File: src/rtl/mqb_pkg.sv
// ----------------------------------------------------------------------------
// mqb_pkg
// Shared widths, codes, queue entry and result types and the exp2 root table
// for the multiview quality blend core.
// ----------------------------------------------------------------------------
package mqb_pkg;

    localparam int COLOR_BITS  = 16;
    localparam int QFRAC_BITS  = 16;
    localparam int QUAL_W      = 32;
    localparam int WSUM_W      = 40;
    localparam int CSUM_W      = 56;
    localparam int PROD_W      = QUAL_W + COLOR_BITS;
    localparam int EXP_W       = 16;
    localparam int QUEUE_DEPTH = 2;
    localparam int TDATA_W     = ((3 * COLOR_BITS + QUAL_W + 7) / 8) * 8;
    localparam int ROOT_W      = 31;
    localparam int ROOT_N      = 16;

    localparam logic signed [EXP_W-1:0] EXP_UNITY = 16'sd256;
    localparam logic [EXP_W-1:0]        EXP_RESET = 16'd256;
    localparam logic [QUAL_W-1:0]       QONE      = QUAL_W'(64'd1 << QFRAC_BITS);
    localparam logic [QUAL_W-1:0]       QMAX      = '1;

    typedef enum logic [1:0] {
        CFG_EXPONENT    = 2'd0,
        CFG_EMPTY_RED   = 2'd1,
        CFG_EMPTY_GREEN = 2'd2,
        CFG_EMPTY_BLUE  = 2'd3
    } cfg_index_t;

    typedef enum logic {
        LE_WEIGHT  = 1'b0,
        LE_QUALITY = 1'b1
    } le_mode_t;

    typedef struct packed {
        logic [COLOR_BITS-1:0] red;
        logic [COLOR_BITS-1:0] green;
        logic [COLOR_BITS-1:0] blue;
        logic [QUAL_W-1:0]     quality;
        logic                  prolonged;
        logic                  last;
    } view_t;

    // one finished pixel: the sums already chosen (primary or secondary)
    typedef struct packed {
        logic signed [EXP_W-1:0]     expo;
        logic [WSUM_W-1:0]           wsum;
        logic [2:0][CSUM_W-1:0]      csum;
        logic                        use_sec;
        logic [QUAL_W-1:0]           best_q;
        logic [2:0][COLOR_BITS-1:0]  best_c;
        logic                        best_p;
    } mqb_entry_t;

    typedef struct packed {
        logic [COLOR_BITS-1:0] red;
        logic [COLOR_BITS-1:0] green;
        logic [COLOR_BITS-1:0] blue;
        logic [QUAL_W-1:0]     quality;
        logic                  pmask;
        logic                  inpaint;
    } result_t;

    function automatic logic [63:0] isqrt64(input logic [63:0] x);
        logic [63:0] res;
        logic [63:0] bitv;
        logic [63:0] xv;
        res = '0;
        xv  = x;
        for (int i = 31; i >= 0; i--) begin
            bitv = 64'd1 << (2 * i);
            if (xv >= res + bitv) begin
                xv  = xv - (res + bitv);
                res = (res >> 1) + bitv;
            end else begin
                res = res >> 1;
            end
        end
        return res;
    endfunction

    // c_n = 2^(2^-n) in Q1.30, n = 1..16, by repeated truncated square roots
    function automatic logic [ROOT_N*ROOT_W-1:0] root_table();
        logic [63:0]              c;
        logic [ROOT_N*ROOT_W-1:0] t;
        c = 64'd2 << 30;
        t = '0;
        for (int n = 0; n < ROOT_N; n++) begin
            c = isqrt64(c << 30);
            t[n*ROOT_W +: ROOT_W] = c[ROOT_W-1:0];
        end
        return t;
    endfunction

endpackage

File: src/rtl/mqb_fifo.sv
// ----------------------------------------------------------------------------
// mqb_fifo
// Short register queue of finished pixels between front and back.
// ----------------------------------------------------------------------------
module mqb_fifo
    import mqb_pkg::*;
(
    input  logic       clk,
    input  logic       rst_n,
    input  logic       push,
    input  mqb_entry_t din,
    output logic       full,
    input  logic       pop,
    output mqb_entry_t dout,
    output logic       empty
);

    localparam int IDX_W = $clog2(QUEUE_DEPTH);

    mqb_entry_t     mem_reg [QUEUE_DEPTH];
    logic [IDX_W:0] wp_reg;
    logic [IDX_W:0] rp_reg;

    assign empty = wp_reg == rp_reg;
    assign full  = (wp_reg[IDX_W] != rp_reg[IDX_W]) &&
                   (wp_reg[IDX_W-1:0] == rp_reg[IDX_W-1:0]);
    assign dout  = mem_reg[rp_reg[IDX_W-1:0]];

    always_ff @(posedge clk or negedge rst_n)
    begin
        if (!rst_n)
        begin
            wp_reg <= '0;
            rp_reg <= '0;
        end
        else
        begin
            if (push && !full)
                wp_reg <= wp_reg + (IDX_W+1)'(1);
            if (pop && !empty)
                rp_reg <= rp_reg + (IDX_W+1)'(1);
        end
    end

    always_ff @(posedge clk)
    begin
        if (push && !full)
            mem_reg[wp_reg[IDX_W-1:0]] <= din;
    end

`ifndef NO_ASSERTIONS
    a_no_push_full: assert property (@(posedge clk) disable iff (!rst_n)
        push |-> !full)
        else $error("queue push while full");
    a_no_pop_empty: assert property (@(posedge clk) disable iff (!rst_n)
        pop |-> !empty)
        else $error("queue pop while empty");
    a_fill_bound: assert property (@(posedge clk) disable iff (!rst_n)
        (wp_reg - rp_reg) <= (IDX_W+1)'(QUEUE_DEPTH))
        else $error("queue fill out of range");
`endif

endmodule

File: config.mk
export PLATFORM = sky130hd
export DESIGN_NAME = mqb_fifo
export DESIGN_NICKNAME = d
export VERILOG_FILES = /design/src/rtl/mqb_pkg.sv /design/src/rtl/mqb_fifo.sv
export SDC_FILE = /design/constraint.sdc
export NUM_CORES = 1
export LEC_CHECK = 0
export BUFFER_PORTS_ARGS = -buffer_cell sky130_fd_sc_hd__buf_4
export CELL_PAD_IN_SITES_DETAIL_PLACEMENT = 2
export CELL_PAD_IN_SITES_GLOBAL_PLACEMENT = 2
export CORE_ASPECT_RATIO = 1.25
export CORE_MARGIN = 10
export CORE_UTILIZATION = 35
export DETAILED_ROUTE_END_ITERATION = 10
export PLACE_DENSITY_LB_ADDON = 0.1
export SYNTH_ARGS = -nofsm -noshare
export SYNTH_HDL_FRONTEND = slang
export SYNTH_SLANG_ARGS = --single-unit
File: constraint.sdc
create_clock -name clk -period 26.1 [get_ports clk]
set_input_delay 2.61 -clock clk [delete_from_list [all_inputs] [get_ports clk]]
set_output_delay 2.61 -clock clk [all_outputs]
set_load 0.02 [all_outputs]
# After elaboration in Yosys (flattened, before gate mapping)
# Memory sizes are Yosys's and may differ from the RTL's.
# Index checks and enable logic that the tools add are counted.
# W data, S select, Z words.
# op_classes
addsub,2
n_eq_ne,3
n_mux,2
n_reduce_logical,5
# ops
cell,count
$add A2 B1 Y2 const B,2
$logic_and A1 B1 Y1,3
$eq A2 B2 Y1,1
$logic_not A1 Y1,2
$mux W1,2
$eq A1 B1 Y1,1
$ne A1 B1 Y1,1
# totals
ff_bits,4
ramBits,612
n_memories,1
# memory_table
name,depth,width,read_ports,rd_ports_with_merged_regs,wr,line,source
mem_reg,2,306,1,0,1,mqb_fifo.sv:20,mqb_entry_t mem_reg [QUEUE_DEPTH];

# Longest topological paths before layout
# depth
ltp_word,6
depth_mapped,5
mapped_depth_nobuf,3

# Worst setup path before layout
# Ideal clock, no wire load.
# synth_timing
kind,in2reg
from,input push
to,"memory mem_reg[0][0] (netlist name), enable pin"
setup_ns,1.410
arrival_time_ns,24.342
t_required_ns,24.690
setup_slack_ns,0.348
stages,1
path_cell_list,nor3b_1
# synth_via
elab_chain_len,3
# synth_lines
item,line,source
start: declaration,mqb_fifo.sv:10,"input logic push,"
$logic_and A1 B1 Y1,mqb_fifo.sv:47,if (push && !full)
$mux W1,mqb_fifo.sv:47,
$mux W1 (implied by the code),mqb_fifo.sv:48,mem_reg[wp_reg[IDX_W-1:0]] <= din;
end: declaration,mqb_fifo.sv:20,
# No other way between the ends.

==> impl_metrics.yaml <==
sta:
  slew_violations: 0
  fin_crit_sh_pct: 24.4
  slew_headroom_pct: 21.8
  hold_viol_final: 0
  post-route-min-period_ns: 6.36
  clock_skew_ns: 0.0153
  fmax_ghz: 0.157
  setup_tns_ns: 0
  finalSetupViolCount: 0
  worst_pin_slew_ns: 1.17
  rsz0062_at_grt: "false"
placed_design:
  gp_congestion: 0.753
  dp_hpwl_um: 51500
  port_buffers: 617
hold_path:
  worstHoldStart: "wp_reg[1]$_DFFE_PN0P_"
  hold_end: "wp_reg[1]$_DFFE_PN0P_"
  hold_path_class: "flop to flop"
  hold_depth: 2
die:
  dieHeight_um: 310
  start_util_pct: 35.2
  io_pins: 618
  coreArea_mm2: 0.0667
  die-area_mm2: 0.0779
  fp.dieW_um: 252
  rows: 106
clock_network:
  clock_sinks: 616
  postCtsSetupBuffers: 0
  root_buffer: "clkbuf_16"
  cts_tree: "done"
  h-tree-depth: 2
  cts.path.max_buffers: 3
  ctsHoldBuffers: 0
  cts_made_buffers: 61
  post_cts_resize_count: 0
  clk_pin_slew_ns: 0.06
  worstSkewPairLatency_ns: 0.62
synth:
  synth_compound_area_share_pct: 0.224
  ys_types: 21
  synth_ff_type: "edfxtp_1"
  syn-num-nets: 1290
  yosys.area_share.simple_pct: 0.155
  synth_edf_count: 612
  synthArstFlopShare_pct: 0.649
  avgSynthCellArea_um2: 24.0
  synth-seq-cells: 616
  synthCells: 980
  netlist_area_mm2: 0.0235
  synth_top_family_by_area: "multiplexers"
  seq_area_frac_synth_pct: 78.7
  muxShareOfSynthArea_pct: 19.0
  synthAdderAreaFrac_pct: 0
  yosys_warnings: 0
  synth-xor-area-share_pct: 0.112
flow_run:
  cap_violations: 0
finish:
  final_layout_size_suffix_gt1_share_pct: 61.2
  areaGrowthSynthToFinish_pct: 31.7
  fillers: 6062
  fin_nets: 1944
  largest_reg_flops: 612
critical_path:
  endpoint_kind: "primary output"
  worstPathArrival_ns: 3.75
  path_class: "flop to primary output"
  crit_required_ns: 23.49
  startpoint_type: "flop"
  path_max_fanout: 49
  r2r-end: "mem_reg[0][190]$_DFFE_PP_"
  r2r_slack_ns: 21.64
  rr_worst_depth: 5
  r2r_start: "rp_reg[0]$_DFFE_PN0P_"
power:
  vdd_drop_max_mv: 0.0898
  leakage_nw: 12.2
  power-per-cell-area_mw_per_mm2: 126
  p_total_mw: 3.91
drt:
  antenna_left: 0
  firstDrtPassIters: 4
  vias: 11800
  wl_per_cell_um: 27.3
  drt-total-wl_um: 69800
  drc: 0
  drt_iter0_drc: 575
  vias_per_cell: 4.61
outcome:
  status: "complete, no violations"
global_route:
  track_usage_pct: 17.3
  grt_overflow: 0
  antenna_found_initial: 13
  grt_pass1_wl_um: 97400
  grt_pass1_vias: 13200
  grt_max_degree: 170
## area by class of cell
| class | instances | area, µm² | share of cell area, % |
|---|---|---|---|
| Timing Repair Buffer | 627 | 4740 | 15.3 |
| Multi-Input combinational cell | 328 | 4590 | 14.8 |
| Sequential cell | 616 | 18500 | 59.8 |
| Antenna cell | 6 | 15.0 | 0.0486 |
| Clock inverter | 40 | 392 | 1.27 |
| Tap cell | 864 | 1080 | 3.50 |
| Clock buffer | 75 | 1620 | 5.24 |
## through the flow
stage / area [µm²] / hold WS (ns) / utilization, % / worst slack, ns / instances
after floorplan: 23500 / 0.547 / - / 0.348 / 980
after global placement: 28900 / 0.584 / 43.3 / 19.77 / 2435
after detailed placement: 28900 / 0.595 / 43.3 / 19.78 / 2435
after CTS: 30900 / 0.613 / 46.3 / 19.59 / 2550
after global routing: 30900 / 0.681 / 46.4 / 19.52 / 2555
final: 30900 / 0.602 / 46.4 / 19.74 / 2556
## metal layers
metal  global-route usage (%)  share of wire, %
met5                        0              0.15
met1                     17.8                35
met4                     4.74               2.3
met3                     7.69               9.9
met2                     31.4                53
## worst max-delay path: stages (launching register included)
cell and delay (ns):
dfrtp_4 0.89, buf_4 0.82, buf_4 0.78, mux2_4 0.35, buf_4 0.16
## power by group
group          internal, mW  leakage (nW)  total [mW]  switching [mW]
registers              1.40          5.73        1.48          0.0795
clock network         0.518          1.01       0.886           0.368
logic                 0.690          5.44        1.54           0.852
## worst max path at each step
stage                                from                        end  slack, ns  depth (start not counted)
finish              rp_reg[0]$_DFFE_PN0P_                  dout[184]      19.74                          4
global route        rp_reg[0]$_DFFE_PN0P_                   dout[25]      19.52                          4
CTS                 rp_reg[0]$_DFFE_PN0P_                  dout[175]      19.59                          4
detailed placement                   push  mem_reg[0][221]$_DFFE_PP_      19.78                          5
global placement                     push   mem_reg[0][32]$_DFFE_PP_      19.77                          5
floorplan                            push    mem_reg[0][0]$_DFFE_PP_       0.35                          1
## cell usage after synthesis, types with 2 or more instances
library cell	instances	share of area [%]
a21oi_1	4	0.085
o21ai_0	2	0.043
xor2_1	2	0.075
buf_6	18	0.86
buf_2	4	0.085
mux2_4	264	17
mux2_2	43	2.1
dfrtp_1	4	0.43
buf_8	12	0.77
nand2_1	2	0.032
nor2_1	4	0.064
edfxtp_1	612	78
## kinds of logic after synthesis
logic type	after synthesis
compound gates	9
xor+xnor	3
buf+inv	36
flops	616
mux	308
simple gates	8
## cells in the final DEF (no fill, tap or decap)
master	instances
a21oi_4	1
or2_2	1
mux2_2	43
dfrtp_4	1
bufinv_16	8
dfrtp_1	3
clkbuf_1	12
a21boi_0	1
clkinv_2	21
a21oi_1	3
buf_12	3
nor3b_2	1
clkinv_1	10
edfxtp_1	612
a31oi_1	1
mux2i_1	1
mux2_4	264
buf_4	624
diode_2	6
inv_6	1
xnor2_1	1
clkbuf_16	63
xor2_1	2
o21ai_2	1
o21ai_0	2
nand2_1	2
nor2_1	4
No activity file was read; power rests on OpenSTA's default activity.
